[config.mk]
export PLATFORM = sky130hd
export DESIGN_NAME = packed_bitmap_unpacker
export DESIGN_NICKNAME = d
export VERILOG_FILES = /design/src/sv/pbu_pkg.sv /design/src/sv/packed_bitmap_unpacker.sv /design/src/sv/pbu_queue.sv /design/src/sv/pbu_front.sv /design/src/sv/pbu_back.sv
export SDC_FILE = /design/constraint.sdc
export NUM_CORES = 1
export LEC_CHECK = 0
export ABC_AREA = 1
export BUFFER_PORTS_ARGS = -buffer_cell sky130_fd_sc_hd__buf_2
export CAP_MARGIN = 40
export CELL_PAD_IN_SITES_DETAIL_PLACEMENT = 1
export CELL_PAD_IN_SITES_GLOBAL_PLACEMENT = 1
export CORE_UTILIZATION = 50
export DETAILED_ROUTE_END_ITERATION = 12
export GPL_TIMING_DRIVEN = 0
export PLACE_DENSITY_LB_ADDON = 0.1
export SLEW_MARGIN = 20
export SYNTH_ARGS = -nofsm -noshare
export SYNTH_HDL_FRONTEND = slang
export SYNTH_SLANG_ARGS = --single-unit
[constraint.sdc]
create_clock -name clk -period 11.6 [get_ports clk]
set_input_delay 1.74 -clock clk [delete_from_list [all_inputs] [get_ports clk]]
set_output_delay 1.74 -clock clk [all_outputs]
set_load 0.02 [all_outputs]
[src/sv/pbu_pkg.sv]
// ----------------------------------------------------------------------------
// pbu_pkg
// Shared types and constants for the packed bitmap unpacker.
// ----------------------------------------------------------------------------
package pbu_pkg;

  // register file
  localparam int CFG_IDX_W  = 3;
  localparam int CFG_DATA_W = 13;
  localparam logic [CFG_IDX_W-1:0] REG_PIXEL_FORMAT = 3'd0;
  localparam logic [CFG_IDX_W-1:0] REG_ROW_WIDTH    = 3'd1;
  localparam logic [CFG_IDX_W-1:0] REG_ROW_PITCH    = 3'd2;
  localparam logic [CFG_IDX_W-1:0] REG_ROW_COUNT    = 3'd3;

  // pixel formats
  localparam logic [2:0] FMT_GRAY8 = 3'd0;
  localparam logic [2:0] FMT_MONO  = 3'd1;
  localparam logic [2:0] FMT_GRAY2 = 3'd2;
  localparam logic [2:0] FMT_GRAY4 = 3'd3;

  // counter width and saturation
  localparam int CNT_W   = 13;
  localparam int CNT_MAX = 8191;

  // default limits
  localparam int DEF_MAX_WIDTH = 4096;
  localparam int DEF_MAX_PITCH = 4096;
  localparam int DEF_MAX_ROWS  = 4096;

  // job queue depth
  localparam int QUEUE_DEPTH = 2;

  // one classified input byte, handed from front to back
  typedef struct packed {
    logic [7:0] data;
    logic [2:0] fmt;
    logic [3:0] count;       // pixels to emit, 1..8
    logic       row_end;     // last pixel of this word ends a row
    logic       bitmap_end;  // last pixel of this word ends the bitmap
    logic       err;         // invalid format word
  } job_t;

endpackage

[src/sv/packed_bitmap_unpacker.sv]
// ----------------------------------------------------------------------------
// packed_bitmap_unpacker
// Expands packed 1/2/4/8-bit bitmap bytes into one byte per pixel.
// ----------------------------------------------------------------------------
//  channel  direction  handshake            payload
//  cfg      in         cfg_valid/cfg_ready  cfg_index, cfg_data
//  in       in         in_valid/in_ready    packed_byte
//  out      out        out_valid/out_ready  pixel_value, last_of_byte, row_end,
//                                           bitmap_end, format_error
//
// The back end emits one pixel per cycle while the output is not stalled; a
// word gives up to 8 pixels in mono, 4 in gray2, 2 in gray4, and 1 in gray8
// or on an invalid format; padding words give none. The front takes a word
// per cycle while the two-entry job queue has room. Reset clears registers
// and row position; there is no clearing pass. A stalled output holds the
// back end, which fills the queue and then drops in_ready.
// ----------------------------------------------------------------------------
module packed_bitmap_unpacker
  import pbu_pkg::*;
#(
  parameter int MAX_WIDTH = DEF_MAX_WIDTH,
  parameter int MAX_PITCH = DEF_MAX_PITCH,
  parameter int MAX_ROWS  = DEF_MAX_ROWS
) (
  input  logic                  clk,
  input  logic                  rst,
  input  logic                  cfg_valid,
  output logic                  cfg_ready,
  input  logic [CFG_IDX_W-1:0]  cfg_index,
  input  logic [CFG_DATA_W-1:0] cfg_data,
  input  logic                  in_valid,
  output logic                  in_ready,
  input  logic [7:0]            packed_byte,
  output logic                  out_valid,
  input  logic                  out_ready,
  output logic [7:0]            pixel_value,
  output logic                  last_of_byte,
  output logic                  row_end,
  output logic                  bitmap_end,
  output logic                  format_error
);

  logic push_valid;
  logic push_ready;
  job_t push_job;
  logic pop_valid;
  logic pop_ready;
  job_t pop_job;

  // classify words
  pbu_front #(
    .MAX_WIDTH (MAX_WIDTH),
    .MAX_PITCH (MAX_PITCH),
    .MAX_ROWS  (MAX_ROWS)
  ) u_front (
    .clk         (clk),
    .rst         (rst),
    .cfg_valid   (cfg_valid),
    .cfg_ready   (cfg_ready),
    .cfg_index   (cfg_index),
    .cfg_data    (cfg_data),
    .in_valid    (in_valid),
    .in_ready    (in_ready),
    .packed_byte (packed_byte),
    .push_valid  (push_valid),
    .push_ready  (push_ready),
    .push_job    (push_job)
  );

  // job queue
  pbu_queue u_queue (
    .clk        (clk),
    .rst        (rst),
    .push_valid (push_valid),
    .push_ready (push_ready),
    .push_job   (push_job),
    .pop_valid  (pop_valid),
    .pop_ready  (pop_ready),
    .pop_job    (pop_job)
  );

  // pixel expansion
  pbu_back u_back (
    .clk          (clk),
    .rst          (rst),
    .pop_valid    (pop_valid),
    .pop_ready    (pop_ready),
    .pop_job      (pop_job),
    .out_valid    (out_valid),
    .out_ready    (out_ready),
    .pixel_value  (pixel_value),
    .last_of_byte (last_of_byte),
    .row_end      (row_end),
    .bitmap_end   (bitmap_end),
    .format_error (format_error)
  );

endmodule

[src/sv/pbu_queue.sv]
// ----------------------------------------------------------------------------
// pbu_queue
// Small job queue between front and back, valid/ready on both sides.
// ----------------------------------------------------------------------------
module pbu_queue
  import pbu_pkg::*;
(
  input  logic clk,
  input  logic rst,
  input  logic push_valid,
  output logic push_ready,
  input  job_t push_job,
  output logic pop_valid,
  input  logic pop_ready,
  output job_t pop_job
);

  localparam int PTR_W = (QUEUE_DEPTH > 1) ? $clog2(QUEUE_DEPTH) : 1;
  localparam int LVL_W = $clog2(QUEUE_DEPTH + 1);

  job_t             mem [QUEUE_DEPTH];
  logic [PTR_W-1:0] wr_ptr;
  logic [PTR_W-1:0] rd_ptr;
  logic [LVL_W-1:0] level;
  logic             do_push;
  logic             do_pop;

  assign push_ready = (level != LVL_W'(QUEUE_DEPTH));
  assign pop_valid  = (level != '0);
  assign pop_job    = mem[rd_ptr];
  assign do_push    = push_valid && push_ready;
  assign do_pop     = pop_valid && pop_ready;

  // storage
  always_ff @(posedge clk) begin
    if (do_push) begin
      mem[wr_ptr] <= push_job;
    end
  end

  // pointers and fill level
  always_ff @(posedge clk) begin
    if (rst) begin
      wr_ptr <= '0;
      rd_ptr <= '0;
      level  <= '0;
    end else begin
      if (do_push) begin
        wr_ptr <= (wr_ptr == PTR_W'(QUEUE_DEPTH - 1)) ? '0 : wr_ptr + 1'b1;
      end
      if (do_pop) begin
        rd_ptr <= (rd_ptr == PTR_W'(QUEUE_DEPTH - 1)) ? '0 : rd_ptr + 1'b1;
      end
      if (do_push && !do_pop) begin
        level <= level + 1'b1;
      end else if (do_pop && !do_push) begin
        level <= level - 1'b1;
      end
    end
  end

endmodule

[src/sv/pbu_front.sv]
// ----------------------------------------------------------------------------
// pbu_front
// Holds the registers and row position, classifies each input word into a job.
// ----------------------------------------------------------------------------
module pbu_front
  import pbu_pkg::*;
#(
  parameter int MAX_WIDTH = DEF_MAX_WIDTH,
  parameter int MAX_PITCH = DEF_MAX_PITCH,
  parameter int MAX_ROWS  = DEF_MAX_ROWS
) (
  input  logic                  clk,
  input  logic                  rst,
  input  logic                  cfg_valid,
  output logic                  cfg_ready,
  input  logic [CFG_IDX_W-1:0]  cfg_index,
  input  logic [CFG_DATA_W-1:0] cfg_data,
  input  logic                  in_valid,
  output logic                  in_ready,
  input  logic [7:0]            packed_byte,
  output logic                  push_valid,
  input  logic                  push_ready,
  output job_t                  push_job
);

  localparam int LIM_W = (MAX_WIDTH > CNT_MAX) ? CNT_MAX : MAX_WIDTH;
  localparam int LIM_P = (MAX_PITCH > CNT_MAX) ? CNT_MAX : MAX_PITCH;
  localparam int LIM_R = (MAX_ROWS  > CNT_MAX) ? CNT_MAX : MAX_ROWS;

  logic [2:0]       pixel_format;
  logic [CNT_W-1:0] row_width;
  logic [CNT_W-1:0] row_pitch;
  logic [CNT_W-1:0] row_count;
  logic [CNT_W-1:0] pixel_column;
  logic [CNT_W-1:0] byte_in_row;
  logic [CNT_W-1:0] row_index;

  logic [CNT_W-1:0] width_c;
  logic [CNT_W-1:0] pitch_c;
  logic [CNT_W-1:0] rows_c;
  logic             fmt_bad;
  logic             active;
  logic [3:0]       ppb;
  logic [CNT_W-1:0] left;
  logic [3:0]       n;
  logic [CNT_W-1:0] col_sum;
  logic [CNT_W-1:0] bir_inc;
  logic             row_done;
  logic             last_row;
  logic             accept;

  // clamped register values
  assign width_c = (row_width > CNT_W'(LIM_W)) ? CNT_W'(LIM_W) : row_width;
  assign pitch_c = (row_pitch > CNT_W'(LIM_P)) ? CNT_W'(LIM_P) : row_pitch;
  assign rows_c  = (row_count > CNT_W'(LIM_R)) ? CNT_W'(LIM_R) : row_count;

  // classify the word
  always_comb begin
    fmt_bad = (pixel_format > FMT_GRAY4);
    active  = !fmt_bad && (row_index < rows_c);
    case (pixel_format)
      FMT_MONO:  ppb = 4'd8;
      FMT_GRAY2: ppb = 4'd4;
      FMT_GRAY4: ppb = 4'd2;
      default:   ppb = 4'd1;
    endcase
    left = (pixel_column < width_c) ? (width_c - pixel_column) : '0;
    n    = (left < CNT_W'(ppb)) ? left[3:0] : ppb;
    col_sum  = pixel_column + CNT_W'(n);
    bir_inc  = (byte_in_row == CNT_W'(CNT_MAX)) ? byte_in_row : byte_in_row + 1'b1;
    row_done = (bir_inc >= pitch_c) && (col_sum >= width_c);
    last_row = ({1'b0, row_index} + 1'b1) == {1'b0, rows_c};
  end

  assign in_ready   = push_ready;
  assign accept     = in_valid && in_ready;
  assign push_valid = accept && (fmt_bad || (active && (n != 4'd0)));

  // job descriptor
  always_comb begin
    push_job.data       = packed_byte;
    push_job.fmt        = pixel_format;
    push_job.err        = fmt_bad;
    push_job.count      = fmt_bad ? 4'd1 : n;
    push_job.row_end    = !fmt_bad && (col_sum == width_c);
    push_job.bitmap_end = !fmt_bad && (col_sum == width_c) && last_row;
  end

  // configuration writes
  assign cfg_ready = 1'b1;

  always_ff @(posedge clk) begin
    if (rst) begin
      pixel_format <= '0;
      row_width    <= '0;
      row_pitch    <= '0;
      row_count    <= '0;
    end else if (cfg_valid) begin
      case (cfg_index)
        REG_PIXEL_FORMAT: pixel_format <= cfg_data[2:0];
        REG_ROW_WIDTH:    row_width    <= cfg_data;
        REG_ROW_PITCH:    row_pitch    <= cfg_data;
        REG_ROW_COUNT:    row_count    <= cfg_data;
        default:          ;
      endcase
    end
  end

  // row position
  always_ff @(posedge clk) begin
    if (rst) begin
      pixel_column <= '0;
      byte_in_row  <= '0;
      row_index    <= '0;
    end else if (accept && active) begin
      if (row_done) begin
        pixel_column <= '0;
        byte_in_row  <= '0;
        row_index    <= row_index + 1'b1;
      end else begin
        pixel_column <= col_sum;
        byte_in_row  <= bir_inc;
      end
    end
  end

endmodule

[src/sv/pbu_back.sv]
// ----------------------------------------------------------------------------
// pbu_back
// Expands a job into pixels, one per unstalled cycle, via an output register.
// ----------------------------------------------------------------------------
module pbu_back
  import pbu_pkg::*;
(
  input  logic       clk,
  input  logic       rst,
  input  logic       pop_valid,
  output logic       pop_ready,
  input  job_t       pop_job,
  output logic       out_valid,
  input  logic       out_ready,
  output logic [7:0] pixel_value,
  output logic       last_of_byte,
  output logic       row_end,
  output logic       bitmap_end,
  output logic       format_error
);

  logic       busy;
  job_t       cur;
  logic       adv;
  logic       last_px;
  logic [7:0] pix;
  logic [7:0] shifted;

  assign adv       = busy && (!out_valid || out_ready);
  assign last_px   = (cur.count == 4'd1);
  assign pop_ready = !busy || (adv && last_px);

  // pixel at the top of the shifter
  always_comb begin
    case (cur.fmt)
      FMT_MONO: begin
        pix     = cur.data[7] ? 8'hFF : 8'h00;
        shifted = {cur.data[6:0], 1'b0};
      end
      FMT_GRAY2: begin
        pix     = cur.data & 8'hC0;
        shifted = {cur.data[5:0], 2'b00};
      end
      FMT_GRAY4: begin
        pix     = cur.data & 8'hF0;
        shifted = {cur.data[3:0], 4'h0};
      end
      default: begin
        pix     = cur.data;
        shifted = cur.data;
      end
    endcase
    if (cur.err) begin
      pix = 8'h00;
    end
  end

  // current job
  always_ff @(posedge clk) begin
    if (rst) begin
      busy <= 1'b0;
    end else if (pop_valid && pop_ready) begin
      busy <= 1'b1;
    end else if (adv && last_px) begin
      busy <= 1'b0;
    end
  end

  always_ff @(posedge clk) begin
    if (pop_valid && pop_ready) begin
      cur <= pop_job;
    end else if (adv) begin
      cur.data  <= shifted;
      cur.count <= cur.count - 1'b1;
    end
  end

  // output register
  always_ff @(posedge clk) begin
    if (rst) begin
      out_valid <= 1'b0;
    end else if (adv) begin
      out_valid <= 1'b1;
    end else if (out_ready) begin
      out_valid <= 1'b0;
    end
  end

  always_ff @(posedge clk) begin
    if (adv) begin
      pixel_value  <= pix;
      last_of_byte <= last_px;
      row_end      <= last_px && cur.row_end;
      bitmap_end   <= last_px && cur.bitmap_end;
      format_error <= cur.err;
    end
  end

endmodule
==> metrics <==
share of layout cells above drive strength 1=9.92%; Area growth syn-to-layout=12.8%; Combinational Power Share=48.3%; largest net degree at the start of global routing=18; cts hold-fix bufs=0; Hold Path Class=reg2reg; Sw Share=45.3%; Hold WS=0.464 ns; Syn Inst Count=1144; DRT iter0 DRCs=392; via/cell ratio=5.61; die area=18500 sq um; status=finished clean; largest family of logic cells by synthesized area=simple AND/OR/NAND/NOR gates; Sequential Area=3740 sq um; clock share of power=20.9%; Die Wd=136 um; Synth Area in Compound Gates=15.7%; worst path arrival time=8.64 ns; Async SR Flop Fraction=0%; fin nets=1301; htree depth=4; DRT Pass-1 Iters=4; DRT antenna net count=0; Seq/Total Area, Yosys=41.8%; WS Path Type=reg2reg; EDFF count, synth=66; skew final=0.0128 ns; cell mode on critical path=nor2_1; post-CTS sizing=0; CTS tree=built; first-pass GRT wire length=41.8 mm; Final Wtd Congestion=0.877; wire length per cell=18.0 um; Max Slew Vio Count=0; Syn Nets=1238; footprint of the multi-input gates=4460 sq um; Worst-path clk slew=0.07 ns; Max-slew headroom=41.7%; Psw=0.00129 W; Power Internal=0.00155 W; Pwr Density=281 nW/um^2; RSZ-0062 raised after global routing=false; CP max stage cell=nor3b_1; Mean Syn Cell Area=7.83 sq um; Leak=4.47 nW; Fmax achieved=121 MHz; CTS Root Buffer Type=clkbuf_16; Initial Util=51.5%; Post-DP HPWL=20.0 mm; CP startpoint kind=flop; final core utilization=58.1%; xor/xnor share of the synthesized area=3.81%; Die Y=136 um; Tcrit/Tclk final=71.5%; synth unique cells=50; DRC violations left=0; crit path max fanout=10; CTS Buffer Depth=2; total number of vias=8110; multiplexer share of the synthesized area=0%; most frequent cells in the layout=198 x nand2_1, 158 x inv_1, 118 x a21oi_1; synthesized area=8960 sq um; number of global-route vias before repair=8384; CTS buffer count=17; Final Critical Period=8.30 ns; Post-Route Setup TNS=0 ns; initial antenna violation count=0; Global Route Usage Sum=29.6%; ANT cells=0; Total Routed Length=26.0 mm; clk_lat worst skew=0.45 ns; Row Count=48; I/O pin count=44; Syn. warnings=0; core area=17400 sq um; count of state elements after synthesis=154; commonest non-fill, non-tap cell in the layout=nand2_1; simple-gate share of the synthesized area=21.0%; Max IR drop VDD=0.151 mV; total grt overflow=0; Clock Sinks=154; Main synth FF type=dfxtp_1; Post-CTS Setup Bufs=0; slowest stage delay, CP=0.41 ns; crit path capture type=flop; Setup violations, final=0; Synth Area in Adders=9.16%; Hold Vio Cnt, Final=0; flop2flop setup slack=3.30 ns; IO Port Bufs=41; Worst Max-Slew Pin Slew=0.875 ns; Reg power frac=30.8%; Filler cells=2190; maxcap violations=0; Worst EP required=11.94 ns
critical path: cells and delay by family (launching register included):
kind	cells	cell delay (ns)
and+or+nand+nor	28	4.18
AOI/OAI and AO/OA	7	1.53
adders and majority gates	4	1.35
buffers and inverters	6	0.64
DFF	1	0.32
xor gates and xnor gates	1	0.18
power by group through the flow:
| stage | combinational (W) | sequential [W] | clock (W) |
|---|---|---|---|
| after floorplan | 0.000947 | 0.000873 | 0 |
| after global placement | 0.00126 | 0.000874 | 0 |
| after detailed placement | 0.00134 | 0.000884 | 0 |
| after CTS | 0.00137 | 0.000874 | 0.000598 |
| after global routing | 0.00153 | 0.000891 | 0.000618 |
| final | 0.00137 | 0.000875 | 0.000593 |
final timing paths:
path,startpoint,end,cells past startpoint
worst max-delay path,u_front.row_width[8]$_SDFFE_PP0P_,u_front.row_index[4]$_SDFFE_PP0P_,46
worst min-delay path,u_back.cur[0]$_DFFE_PP_,u_back.format_error$_DFFE_PP_,0
worst max register to register,u_front.row_width[8]$_SDFFE_PP0P_,u_front.row_index[4]$_SDFFE_PP0P_,46
worst min register to register,u_back.cur[0]$_DFFE_PP_,u_back.format_error$_DFFE_PP_,0
synth_stat cells (18+ instances only):
cell / number / share of area (%)
nand2_1: 198 / 8.3
inv_1: 158 / 6.6
a21oi_1: 119 / 6.6
nor2_1: 110 / 4.6
dfxtp_1: 88 / 20
o21ai_0: 77 / 4.3
edfxtp_1: 66 / 22
ha_1: 64 / 8.9
nand3_1: 52 / 2.9
xor2_1: 29 / 2.8
clkbuf_1: 26 / 1.1
a211oi_1: 21 / 1.8
nor3_1: 18 / 1.0
cell type report:
class / instances / share of cell area (%)
Timing Repair Buffer: 44 / 2.33
Clock inverter: 15 / 2.03
Multi-Input combinational cell: 789 / 44.1
Tap cell: 225 / 2.78
Sequential cell: 154 / 37.0
Inverter: 167 / 6.20
Clock buffer: 17 / 4.21
Buffer: 34 / 1.36
flip-flops by register name (all words and copies together), names as in the netlist, 2 cells and up, named ones only:
register              cells
u_queue.mem              36
u_back.cur               18
u_front.byte_in_row      13
u_front.pixel_column     13
u_front.row_count        13
u_front.row_index        13
u_front.row_pitch        13
u_front.row_width        13
u_back.pixel_value        8
u_front.pixel_format      3
u_queue.level             2
layer usage:
| layer | GRT usage (%) | vias up | routed length [um] |
|---|---|---|---|
| met5 | 0 | - | 0 |
| met3 | 5.89 | 46 | 943 |
| li1 | - | 3953 | - |
| met1 | 37.4 | 3935 | 11800 |
| met4 | 9.88 | 0 | 586 |
| met2 | 50.5 | 176 | 12700 |
per-stage QoR:
step                      area (sq um)  setup slack, ns  total power (W)  std cells
final                            10100             3.30          0.00284       1445
after floorplan                   8960             5.23          0.00182       1144
after global routing             10100             2.53          0.00304       1445
after CTS                        10100             3.33          0.00284       1445
after detailed placement          9480             3.50          0.00222       1413
after global placement            9450             3.62          0.00213       1410
cells by family (layout without fill, tap and decap cells):
kind of cell    Yosys count  count (layout)
simple gates            431             431
compound gates          253             253
buf+inv                 201             277
flops                   154             154
fa+ha+maj                65              65
xor+xnor                 39              39
other cells               1               1
No activity file was read; power rests on OpenSTA's default activity.
